[src/design/apss_pkg.sv]
// Shared types and constants of the autorange power sample scaler.
package apss_pkg;

  localparam int unsigned READING_W   = 10;
  localparam int unsigned THRESH_W    = 10;
  localparam int unsigned NUMER_W     = 22;
  localparam int unsigned DENOM_W     = 24;
  localparam int unsigned CFG_INDEX_W = 2;
  localparam int unsigned CFG_DATA_W  = 24;
  localparam int unsigned SAMPLE_W    = 16;
  localparam int unsigned SEQ_W       = 8;

  localparam int unsigned IN_DATA_W  = 40;
  localparam int unsigned OUT_DATA_W = 88;

  // Divider sizing: dividend is diff * numerator plus half the divisor,
  // divisor is denominator times the high gain.
  localparam int unsigned PROD_W     = READING_W + NUMER_W;
  localparam int unsigned DIVIDEND_W = PROD_W + 1;
  localparam int unsigned DIVISOR_W  = DENOM_W + 5;
  localparam int unsigned QUOT_W     = 16;
  localparam int unsigned DIV_STEPS  = QUOT_W + 1;
  localparam int unsigned DIV_CNT_W  = $clog2(DIV_STEPS);
  localparam int unsigned SHIFT_W    = DIVISOR_W + QUOT_W;

  localparam int unsigned HIGH_GAIN          = 20;
  localparam int unsigned VBAT_NUMERATOR     = 1126400;
  localparam int unsigned HISTORY_DEPTH_DEF  = 4;

  localparam logic [THRESH_W-1:0] THRESH_RESET = THRESH_W'(512);
  localparam logic [NUMER_W-1:0]  NUMER_RESET  = NUMER_W'(3300);
  localparam logic [DENOM_W-1:0]  DENOM_RESET  = DENOM_W'(1024);

  typedef enum logic [CFG_INDEX_W-1:0] {
    REG_RANGE_THRESHOLD   = 2'd0,
    REG_SCALE_NUMERATOR   = 2'd1,
    REG_SCALE_DENOMINATOR = 2'd2
  } cfg_reg_t;

  typedef enum logic [2:0] {
    ST_IDLE,
    ST_PREP,
    ST_POW_GO,
    ST_POW_WAIT,
    ST_BAT_GO,
    ST_BAT_WAIT,
    ST_EMIT
  } state_t;

  typedef struct packed {
    logic              done;
    logic [QUOT_W-1:0] quot;
  } div_res_t;

endpackage

[src/design/apss_div.sv]
// Iterative restoring divider with 16-bit saturating quotient.
module apss_div (
  input  logic                                 clk,
  input  logic                                 rst_n,
  input  logic                                 start,
  input  logic [apss_pkg::DIVIDEND_W-1:0]      dividend,
  input  logic [apss_pkg::DIVISOR_W-1:0]       divisor,
  output apss_pkg::div_res_t                   res
);

  logic [apss_pkg::DIVIDEND_W-1:0] rem_r, rem_nxt;
  logic [apss_pkg::SHIFT_W-1:0]    dsh_r, dsh_nxt;
  logic [apss_pkg::DIV_STEPS-1:0]  q_r, q_nxt;
  logic [apss_pkg::DIV_CNT_W-1:0]  cnt_r, cnt_nxt;
  logic                            busy_r, busy_nxt;
  logic                            done_r, done_nxt;

  logic [apss_pkg::SHIFT_W-1:0]    rem_ext;
  logic [apss_pkg::SHIFT_W-1:0]    sub;
  logic                            ge;

  // one compare/subtract per cycle against the shifted divisor
  assign rem_ext = apss_pkg::SHIFT_W'(rem_r);
  assign ge      = rem_ext >= dsh_r;
  assign sub     = rem_ext - dsh_r;

  always_comb begin
    rem_nxt  = rem_r;
    dsh_nxt  = dsh_r;
    q_nxt    = q_r;
    cnt_nxt  = cnt_r;
    busy_nxt = busy_r;
    done_nxt = 1'b0;
    if (start) begin
      rem_nxt  = dividend;
      dsh_nxt  = {divisor, {apss_pkg::QUOT_W{1'b0}}};
      q_nxt    = '0;
      cnt_nxt  = apss_pkg::DIV_CNT_W'(apss_pkg::DIV_STEPS - 1);
      busy_nxt = 1'b1;
    end else if (busy_r) begin
      q_nxt   = {q_r[apss_pkg::DIV_STEPS-2:0], ge};
      rem_nxt = ge ? sub[apss_pkg::DIVIDEND_W-1:0] : rem_r;
      dsh_nxt = dsh_r >> 1;
      if (cnt_r == '0) begin
        busy_nxt = 1'b0;
        done_nxt = 1'b1;
      end else begin
        cnt_nxt = cnt_r - 1'b1;
      end
    end
  end

  always_ff @(posedge clk) begin
    if (!rst_n) begin
      busy_r <= 1'b0;
      done_r <= 1'b0;
    end else begin
      busy_r <= busy_nxt;
      done_r <= done_nxt;
    end
    rem_r <= rem_nxt;
    dsh_r <= dsh_nxt;
    q_r   <= q_nxt;
    cnt_r <= cnt_nxt;
  end

  // top quotient bit set means >= 65536 (also covers a zero divisor)
  assign res.done = done_r;
  assign res.quot = q_r[apss_pkg::DIV_STEPS-1] ? {apss_pkg::QUOT_W{1'b1}}
                                               : q_r[apss_pkg::QUOT_W-1:0];

  a_no_restart: assert property (@(posedge clk) disable iff (!rst_n)
    start |-> !busy_r) else $error("divider restarted while busy");
  a_done_idle: assert property (@(posedge clk) disable iff (!rst_n)
    done_r |-> !busy_r) else $error("done while still busy");
  a_fell_done: assert property (@(posedge clk) disable iff (!rst_n)
    $fell(busy_r) |-> done_r) else $error("busy dropped without done");

endmodule

[src/design/autorange_power_sample_scaler_top.sv]
// Top level of the autorange power sample scaler.
//
// Usage:
//   in_*  : one item at a time, taken only in idle, four 10-bit converter readings in in_tdata.
//   out_* : one result item per input item: power history, battery mV and
//           sequence number in out_tdata.
//   cfg_* : register writes (threshold, numerator, denominator), taken on
//           any edge with cfg_we high; write only while the block is idle.
// Timing: an item is taken only in idle, then range select and multiply,
//   a launch step, a 17-step shared divider pass and a collect step for the
//   power, the same for the battery voltage, and an emit step that loads the
//   output register.
//   No new item is accepted until the result has been emitted; the single
//   divider serves both divisions in turn.
// Reset: registers return to defaults, power history and sequence count are
//   cleared, no output is valid.
// Stall: a finished result waits in the output register; a following result
//   holds in the emit step until the previous one is taken, and no new item
//   is accepted meanwhile.
module autorange_power_sample_scaler_top #(
  parameter int unsigned HISTORY_DEPTH = apss_pkg::HISTORY_DEPTH_DEF
) (
  input  logic                               clk,
  input  logic                               rst_n,
  // coil_unity, coil_high_gain, offset_high_gain, supply_reading (low first)
  input  logic [apss_pkg::IN_DATA_W-1:0]     in_tdata,
  input  logic                               in_tvalid,
  output logic                               in_tready,
  // power_newest, power_prev1, power_prev2, power_prev3, battery_mv,
  // sequence_res (low first)
  output logic [apss_pkg::OUT_DATA_W-1:0]    out_tdata,
  output logic                               out_tvalid,
  input  logic                               out_tready,
  input  logic                               cfg_we,
  input  logic [apss_pkg::CFG_INDEX_W-1:0]   cfg_index,
  input  logic [apss_pkg::CFG_DATA_W-1:0]    cfg_wdata
);

  localparam int unsigned RW = apss_pkg::READING_W;
  localparam int unsigned SW = apss_pkg::SAMPLE_W;

  apss_pkg::state_t state_r, state_nxt;

  // config registers
  logic [apss_pkg::THRESH_W-1:0] thresh_r;
  logic [apss_pkg::NUMER_W-1:0]  numer_r;
  logic [apss_pkg::DENOM_W-1:0]  denom_r;

  // captured readings
  logic [RW-1:0] unity_r, high_r, offs_r, supply_r;

  // prep results
  logic [apss_pkg::PROD_W-1:0]    prod_r;
  logic [apss_pkg::DIVISOR_W-1:0] den_r;
  logic                           neg_r;

  logic [SW-1:0] pow_r, bat_r;
  logic [apss_pkg::SEQ_W-1:0] seq_r;
  logic [SW-1:0] hist_r [HISTORY_DEPTH];

  logic [apss_pkg::OUT_DATA_W-1:0] out_tdata_r;
  logic                            out_tvalid_r;

  logic in_fire, emit;

  // range selection
  logic                           use_high;
  logic [RW-1:0]                  value, offset, diff;
  logic [apss_pkg::DIVISOR_W-1:0] den_base, den_sel;

  // divider hookup
  logic                              div_start;
  logic [apss_pkg::DIVIDEND_W-1:0]   div_dividend;
  logic [apss_pkg::DIVISOR_W-1:0]    div_divisor;
  apss_pkg::div_res_t                div_res;

  logic [SW-1:0] prev [1:3];

  assign in_tready = (state_r == apss_pkg::ST_IDLE);
  assign in_fire   = in_tvalid && in_tready;
  assign emit      = (state_r == apss_pkg::ST_EMIT) && (!out_tvalid_r || out_tready);

  // unity reading below threshold switches to the 20x channel
  assign use_high = unity_r < thresh_r;
  assign value    = use_high ? high_r : unity_r;
  assign offset   = use_high ? offs_r : '0;
  assign diff     = value - offset;
  assign den_base = apss_pkg::DIVISOR_W'(denom_r);
  // x20 as x16 + x4
  assign den_sel  = use_high ? ((den_base << 4) + (den_base << 2)) : den_base;

  // rounding: add half the divisor before dividing
  always_comb begin
    div_start    = 1'b0;
    div_dividend = {1'b0, prod_r} + apss_pkg::DIVIDEND_W'(den_r >> 1);
    div_divisor  = den_r;
    unique case (state_r)
      apss_pkg::ST_POW_GO: div_start = 1'b1;
      apss_pkg::ST_BAT_GO: begin
        div_start    = 1'b1;
        div_dividend = apss_pkg::DIVIDEND_W'(apss_pkg::VBAT_NUMERATOR)
                     + apss_pkg::DIVIDEND_W'(supply_r >> 1);
        div_divisor  = apss_pkg::DIVISOR_W'(supply_r);
      end
      default: ;
    endcase
  end

  apss_div u_div (
    .clk      (clk),
    .rst_n    (rst_n),
    .start    (div_start),
    .dividend (div_dividend),
    .divisor  (div_divisor),
    .res      (div_res)
  );

  // sequencer
  always_comb begin
    state_nxt = state_r;
    unique case (state_r)
      apss_pkg::ST_IDLE:     if (in_fire) state_nxt = apss_pkg::ST_PREP;
      apss_pkg::ST_PREP:     state_nxt = apss_pkg::ST_POW_GO;
      apss_pkg::ST_POW_GO:   state_nxt = apss_pkg::ST_POW_WAIT;
      apss_pkg::ST_POW_WAIT: if (div_res.done) state_nxt = apss_pkg::ST_BAT_GO;
      apss_pkg::ST_BAT_GO:   state_nxt = apss_pkg::ST_BAT_WAIT;
      apss_pkg::ST_BAT_WAIT: if (div_res.done) state_nxt = apss_pkg::ST_EMIT;
      apss_pkg::ST_EMIT:     if (emit) state_nxt = apss_pkg::ST_IDLE;
      default:               state_nxt = apss_pkg::ST_IDLE;
    endcase
  end

  always_ff @(posedge clk) begin
    if (!rst_n) state_r <= apss_pkg::ST_IDLE;
    else        state_r <= state_nxt;
  end

  // config writes; unknown index ignored
  always_ff @(posedge clk) begin
    if (!rst_n) begin
      thresh_r <= apss_pkg::THRESH_RESET;
      numer_r  <= apss_pkg::NUMER_RESET;
      denom_r  <= apss_pkg::DENOM_RESET;
    end else if (cfg_we) begin
      unique case (cfg_index)
        apss_pkg::REG_RANGE_THRESHOLD:   thresh_r <= cfg_wdata[apss_pkg::THRESH_W-1:0];
        apss_pkg::REG_SCALE_NUMERATOR:   numer_r  <= cfg_wdata[apss_pkg::NUMER_W-1:0];
        apss_pkg::REG_SCALE_DENOMINATOR: denom_r  <= cfg_wdata[apss_pkg::DENOM_W-1:0];
        default: ;
      endcase
    end
  end

  // datapath payload
  always_ff @(posedge clk) begin
    if (in_fire) begin
      unity_r  <= in_tdata[RW-1:0];
      high_r   <= in_tdata[2*RW-1:RW];
      offs_r   <= in_tdata[3*RW-1:2*RW];
      supply_r <= in_tdata[4*RW-1:3*RW];
    end
    if (state_r == apss_pkg::ST_PREP) begin
      neg_r  <= value < offset;
      prod_r <= apss_pkg::PROD_W'(diff) * apss_pkg::PROD_W'(numer_r);
      den_r  <= den_sel;
    end
    if (state_r == apss_pkg::ST_POW_WAIT && div_res.done)
      pow_r <= neg_r ? '0 : div_res.quot;
    if (state_r == apss_pkg::ST_BAT_WAIT && div_res.done)
      bat_r <= div_res.quot;
    if (emit)
      out_tdata_r <= {seq_r, bat_r, prev[3], prev[2], prev[1], pow_r};
  end

  // older values come from the history before this item shifts in
  for (genvar k = 1; k < 4; k++) begin : g_prev
    if (k < HISTORY_DEPTH) begin : g_tap
      assign prev[k] = hist_r[k-1];
    end else begin : g_zero
      assign prev[k] = '0;
    end
  end

  always_ff @(posedge clk) begin
    if (!rst_n) begin
      for (int i = 0; i < HISTORY_DEPTH; i++) hist_r[i] <= '0;
      seq_r        <= '0;
      out_tvalid_r <= 1'b0;
    end else begin
      if (emit) begin
        for (int i = HISTORY_DEPTH - 1; i > 0; i--) hist_r[i] <= hist_r[i-1];
        hist_r[0]    <= pow_r;
        seq_r        <= seq_r + 1'b1;
        out_tvalid_r <= 1'b1;
      end else if (out_tready) begin
        out_tvalid_r <= 1'b0;
      end
    end
  end

  assign out_tdata  = out_tdata_r;
  assign out_tvalid = out_tvalid_r;

  a_seq_step: assert property (@(posedge clk) disable iff (!rst_n)
    emit |=> seq_r == $past(seq_r) + 1'b1) else $error("sequence count skipped");
  a_done_wait: assert property (@(posedge clk) disable iff (!rst_n)
    div_res.done |-> (state_r == apss_pkg::ST_POW_WAIT || state_r == apss_pkg::ST_BAT_WAIT))
    else $error("divider result with nobody waiting");
  a_accept_prep: assert property (@(posedge clk) disable iff (!rst_n)
    in_fire |=> state_r == apss_pkg::ST_PREP) else $error("accepted item not started");
  a_emit_valid: assert property (@(posedge clk) disable iff (!rst_n)
    emit |=> out_tvalid_r) else $error("result emitted without valid");

endmodule
[config.mk]
export PLATFORM = sky130hd
export DESIGN_NAME = autorange_power_sample_scaler_top
export DESIGN_NICKNAME = d
export VERILOG_FILES = /design/src/design/apss_pkg.sv /design/src/design/apss_div.sv /design/src/design/autorange_power_sample_scaler_top.sv
export SDC_FILE = /design/constraint.sdc
export NUM_CORES = 1
export LEC_CHECK = 0
export BUFFER_PORTS_ARGS = -buffer_cell sky130_fd_sc_hd__buf_2
export CAP_MARGIN = 20
export CELL_PAD_IN_SITES_DETAIL_PLACEMENT = 2
export CELL_PAD_IN_SITES_GLOBAL_PLACEMENT = 2
export CORE_UTILIZATION = 37
export CTS_CLUSTER_DIAMETER = 50
export CTS_CLUSTER_SIZE = 30
export DETAILED_ROUTE_END_ITERATION = 10
export GPL_TIMING_DRIVEN = 0
export PLACE_DENSITY_LB_ADDON = 0.15
export SYNTH_ARGS = -nofsm -noshare
export SYNTH_HDL_FRONTEND = slang
export SYNTH_SLANG_ARGS = --single-unit
[constraint.sdc]
create_clock -name clk -period 8.29 [get_ports clk]
set_clock_uncertainty 0.2 [all_clocks]
set_input_delay 0.829 -clock clk [delete_from_list [all_inputs] [get_ports clk]]
set_output_delay 0.829 -clock clk [all_outputs]
set_load 0.02 [all_outputs]
**Word-level counts from Yosys, hierarchy flattened**

Memory sizes are Yosys's and may differ from the RTL's.
Cells that the tools add are included.

- $add $sub $neg: 7
- $mul: 1
- Div/mod/pow operators: 0
- Order comparisons: 3
- Equality and inequality tests: 12
- Shift-type cells: 0
- Muxes and demuxes: 31
- Bitwise logic cells: 7
- Reductions and logical operators: 20

Operators by type and width:

| kind | number |
|---|---|
| 2-to-1 mux 33 bit | 4 |
| 2-to-1 mux 45 bit | 2 |
| 2-to-1 mux 16 bit | 5 |
| >= comparator 33 x 45 -> 1 bit | 1 |
| adder 32 x 28 -> 33 bit | 1 |
| subtractor 33 bit | 1 |
| multiplier 10 x 22 -> 32 bit | 1 |
| adder 28 x 26 -> 29 bit | 1 |
| 2-to-1 mux 29 bit | 1 |
| 2-to-1 mux 24 bit | 1 |
| adder 21 x 9 -> 22 bit (first input constant) | 1 |
| case mux 3 bit (7 select lines) | 1 |
| < comparator 10 bit | 2 |
| 2-to-1 mux 10 bit | 2 |
| 2-to-1 mux 3 bit | 4 |
| 2-to-1 mux 1 bit | 11 |
| AND reduction 2 bit | 5 |
| subtractor 10 bit | 1 |
| equality test 3 bit (second input constant) | 3 |
| adder 8 x 1 -> 8 bit (second input constant) | 1 |
| equality test 3 x 2 -> 1 bit (second input constant) | 2 |
| inequality test 2 x 1 -> 1 bit (second input constant) | 3 |
| nonzero test 2 bit | 3 |
| logical NOT 5 bit | 1 |
| other kinds (15) | 23 |

- Register bits after elaboration: 392
- Latch bits: 0
- RAM bits: 64
- ROM bits: 0
- Input port bits: 71
- Output and inout bits: 90
- Word-level logic and storage cells: 106
- Memories: 1

Memory list:

| name | depth | width | read ports | clocked after memory_dff | write ports | RTL line | RTL |
|---|---|---|---|---|---|---|---|
| hist_r | 4 | 16 | 3 | 0 | 4 | autorange_power_sample_scaler_top.sv:59 | `logic [SW-1:0] hist_r [HISTORY_DEPTH];` |

**Depth between registers and ports, before layout**

- Depth in word-level cells: 7
- Gate-level depth with buffers: 43
- Mapped depth without buffers: 41

**By module**

Synthesis repeated with hierarchy kept, for this count alone.

- Cells, all modules: 2824
- Area, all modules: 28805.1 um2

Modules (own cells, without submodules):

| module | times used | cells an instance | area an instance (um2) | sequential area each (um2) |
|---|---|---|---|---|
| autorange_power_sample_scaler_top | 1 | 2171 | 22763.1 | 9469.1 |
| apss_div | 1 | 653 | 6042.0 | 2662.6 |

**Worst setup path after synthesis**

OpenSTA, ideal clock, no wires.

- Path type: register -> register
- Start: register unity_r[1]
- End: register prod_r[30] in the netlist's numbering, data pin
- Setup time: 260 ps
- Data arrival time: 8617 ps
- Required time: 7830 ps
- Slack: -787 ps
- Stages on the path, launching flop included: 41
- Path buffers: 3
- Period minus slack after synthesis: 9077 ps
- Cell sequence: edfxtp_1 > ha_1 > a21o_1 > a21o_1 > a21oi_1 > nor2b_1 > o21ai_1 > a21o_1 > a211oi_4 > buf_2 > mux2i_1 > ha_1 > inv_1 > fa_1 > a21o_1 > a21oi_1 > o21ai_0 > a21oi_1 > [5 not listed] > nand2_1 > fa_1 > fa_1 > fa_1 > fa_1 > inv_1 > fa_1 > ha_1 > buf_2 > nand2_1 > o21ai_1 > a2111oi_2 > o2bb2ai_2 > o2111ai_1 > a31oi_1 > o21bai_1 > a221oi_2 > xnor2_1

- Cells in the longest elaborated chain, start to end: 4
- Elaborated cells on any way between the ends: 5
- Classes of those cells: add/sub (1); mul (1); order compare (1); mux (2)

Ends and longest elaborated chain:

| element | RTL line | RTL |
|---|---|---|
| start: declaration | autorange_power_sample_scaler_top.sv:50 | `logic [RW-1:0] unity_r, high_r, offs_r, supply_r;` |
| start signal: assignment | autorange_power_sample_scaler_top.sv:157 | `unity_r <= in_tdata[RW-1:0];` |
| < comparator 10 bit | autorange_power_sample_scaler_top.sv:84 | `assign use_high = unity_r < thresh_r;` |
| 2-to-1 mux 10 bit, on equally long branches | autorange_power_sample_scaler_top.sv:85, autorange_power_sample_scaler_top.sv:86 |  |
| subtractor 10 bit * | autorange_power_sample_scaler_top.sv:87 | `assign diff = value - offset;` |
| multiplier 10 x 22 -> 32 bit * | autorange_power_sample_scaler_top.sv:164 | `prod_r <= apss_pkg::PROD_W'(diff) * apss_pkg::PROD_W'(numer_r);` |
| end signal: assignment | autorange_power_sample_scaler_top.sv:164 |  |
| end: declaration | autorange_power_sample_scaler_top.sv:53 | `logic [apss_pkg::PROD_W-1:0] prod_r;` |

Mark *: on every way between the ends. The rest lies on a longest branch, timed or not.
A chain may end at the register's enable or synchronous reset.

**Final worst setup path**

- Start: register unity_r[1]
- End: register prod_r[31] in the netlist's numbering, data pin

Same word-level chain as after synthesis.

==> flow_summary.toml <==
[clocking]
cts_tree = "built"
ctsRootBufferMaster = "clkbuf_16"
clk_pin_slew_worst_paths_ns = 0.06
cts_buffers = 58
cts_sinks = 440
clk_latency_ns = 0.66
cts.path.max_buffers = 3
cts_max_level = 2

[yosys]
syn_area_mm2 = 0.0280
synth_flop_cell = "edfxtp_1"
synth_top_cells_by_area = "edfxtp_1 36%, fa_1 12%, dfxtp_1 7.7%, ha_1 7.6%, nand2_1 4.1%"
ys_types = 85
yosysWarnings = 0
synth_edf_count = 332
yosys.area.top_type = "edfxtp_1"
yosys.area.top_type_share_pct = 35.6
synth_commonest_cells = "332 x edfxtp_1, 305 x nand2_1, 273 x inv_1"
ys_seq_elements = 440
syn_area_per_cell_um2 = 10.6
synth.most_common_cell = "edfxtp_1"
async_flop_share_pct = 0
synth-seq-area-share_pct = 43.3
synth_nets = 3055
synthCells = 2651

[placed_design]
place.gp.congestion = 0.900
portBuffers = 159
dp_hpwl_um = 74100

[floorplanning]
num_rows = 100
start_util_pct = 37.5
core_mm2 = 0.0747
die_h_um = 277
io-pin-count = 161
dieArea_mm2 = 0.0768
die_w_um = 277

[setup_path]
reg2reg_slack_ns = -1.21
cp_max_fo = 6
path_class = "reg2reg"
max_stage_delay_ns = 0.49
path_common_cell = "fa_1"
worstPathArrival_ns = 9.61
cp-start-kind = "register"
end_kind = "register"
crit_path_top_delay_cell = "fa_1"
crit_required_ns = 8.40

[global_routing]
antenna_found_initial = 7
grt_start_max_net_pins = 71
grt_pass1_wl_um = 145000
grt_pass1_vias = 23700
track_usage_pct = 24.9
grt-ovfl-total = 0

[timing]
slew_viol_final = 0
final.setup.tns_ns = -18.88
min_period_ns = 9.50
setup_ws_ns = -1.21
fin_hold_ws_ns = 0.160
setup_viol_count_final = 23
slew_headroom_pct = 28.8
clock.fmax_ghz = 0.105
period_share_pct = 115
rsz0062_at_grt = "yes"
hold_violations = 0
worst_pin_slew_ns = 1.07

[outcome]
status = "finished, violations left"
violations = "negative setup slack"

[min_path]
hold_path.class = "in2reg"

[drt]
wl_um = 97300
drc = 0
first_pass_iters = 5
wl_per_cell_um = 24.5
drtIter0Drc = 940
postRouteAntennaNets = 0
dr_total_vias = 20900
vias_per_cell = 5.28

[finish]
drive_gt1_share_pct = 19.0
nets = 3350
synthToLayoutAreaGrowth_pct = 20.6

[run]
drv_cap = 0
final cells by class:
type	count	area, µm²
inverters	273	1020
well taps	969	1210
diodes	1	2.50
repair buffers	235	1530
plain buffers	122	611
flip-flops and latches	440	12100
clock inverters	43	493
clock buffers	67	1580
multi-input cells	1816	15200
fillers	7681	40900
flip-flops by register name, summed over array words and instances, names as in the netlist, 3 cells and up:
name / count
offs_r: 10
u_div.rem_r: 33
u_div.q_r: 17
thresh_r: 10
bat_r: 16
u_div.cnt_r: 5
seq_r: 8
out_tdata: 88
supply_r: 10
state_r: 3
high_r: 10
hist_r: 48
den_r: 29
pow_r: 16
u_div.dsh_r: 45
unity_r: 10
denom_r: 24
numer_r: 22
prod_r: 32
stage by stage:
stage | cell area, µm² | worst slack [ns] | instances | utilization (%)
after CTS | 33400 | -1.06 | 3944 | 44.6
after global placement | 30300 | -1.88 | 3779 | 40.6
after floorplan | 28300 | -0.271 | 2651 | -
final | 33800 | -1.21 | 3966 | 45.2
after global routing | 33800 | -1.54 | 3966 | 45.2
after detailed placement | 30500 | -2.12 | 3789 | 40.8
cells by family after synthesis:
logic type | after synthesis | synth area share [%]
and+or+nand+nor | 839 | 14.6
AOI/OAI and AO/OA | 465 | 11.5
buffers and inverters | 395 | 5.35
muxes | 66 | 2.48
xor gates and xnor gates | 113 | 3.53
adders and majority gates | 333 | 19.2
DFF | 440 | 43.3
critical path: cells and delay by family (launching register included):
family	cells	cell delay [ns]
multiplexers	1	0.32
flip-flops	1	0.42
AO/OA/AOI/OAI	17	2.87
AND/OR/NAND/NOR	5	1.02
buffers and inverters	9	1.04
adder cells (fa/ha/maj)	8	3.14
XOR/XNOR	1	0.15
metal layers:
layer	GRT usage, %	routed length, µm	vias up
met4	10.9	4310	2
li1	-	-	9699
met1	28.6	39100	10700
met2	46.4	51500	359
met5	0	14	-
met3	2.46	2280	176
placed cells by master, fill, tap and decap left out, types with 62 or more instances in the layout:
master / count
fa_1: 151
xnor2_1: 72
a21oi_1: 106
dfxtp_1: 108
clkbuf_1: 99
nand2_1: 298
nor2_1: 128
and3_1: 62
clkbuf_16: 63
and2_1: 101
inv_1: 259
ha_1: 150
buf_2: 164
edfxtp_1: 332
timing repair:
item	4_1_cts	5_1_grt
pin swaps	57	51
endpoints found under the setup margin	25	24
gates resized for setup	103	59
gates cloned	1	0
hold buffers	0	0
setup buffers	44	22
worst paths after layout:
check          startpoint       endpoint  cells after the start
max            unity_r[1]     prod_r[31]                     41
min reg2reg      bat_r[8]  out_tdata[72]                      0
max reg2reg    unity_r[1]     prod_r[31]                     41
min          in_tdata[39]    supply_r[9]                      1
Power is left out: the tool's default activity adds up to more than one toggle a clock period on the data nets, which glitch-free logic cannot reach.
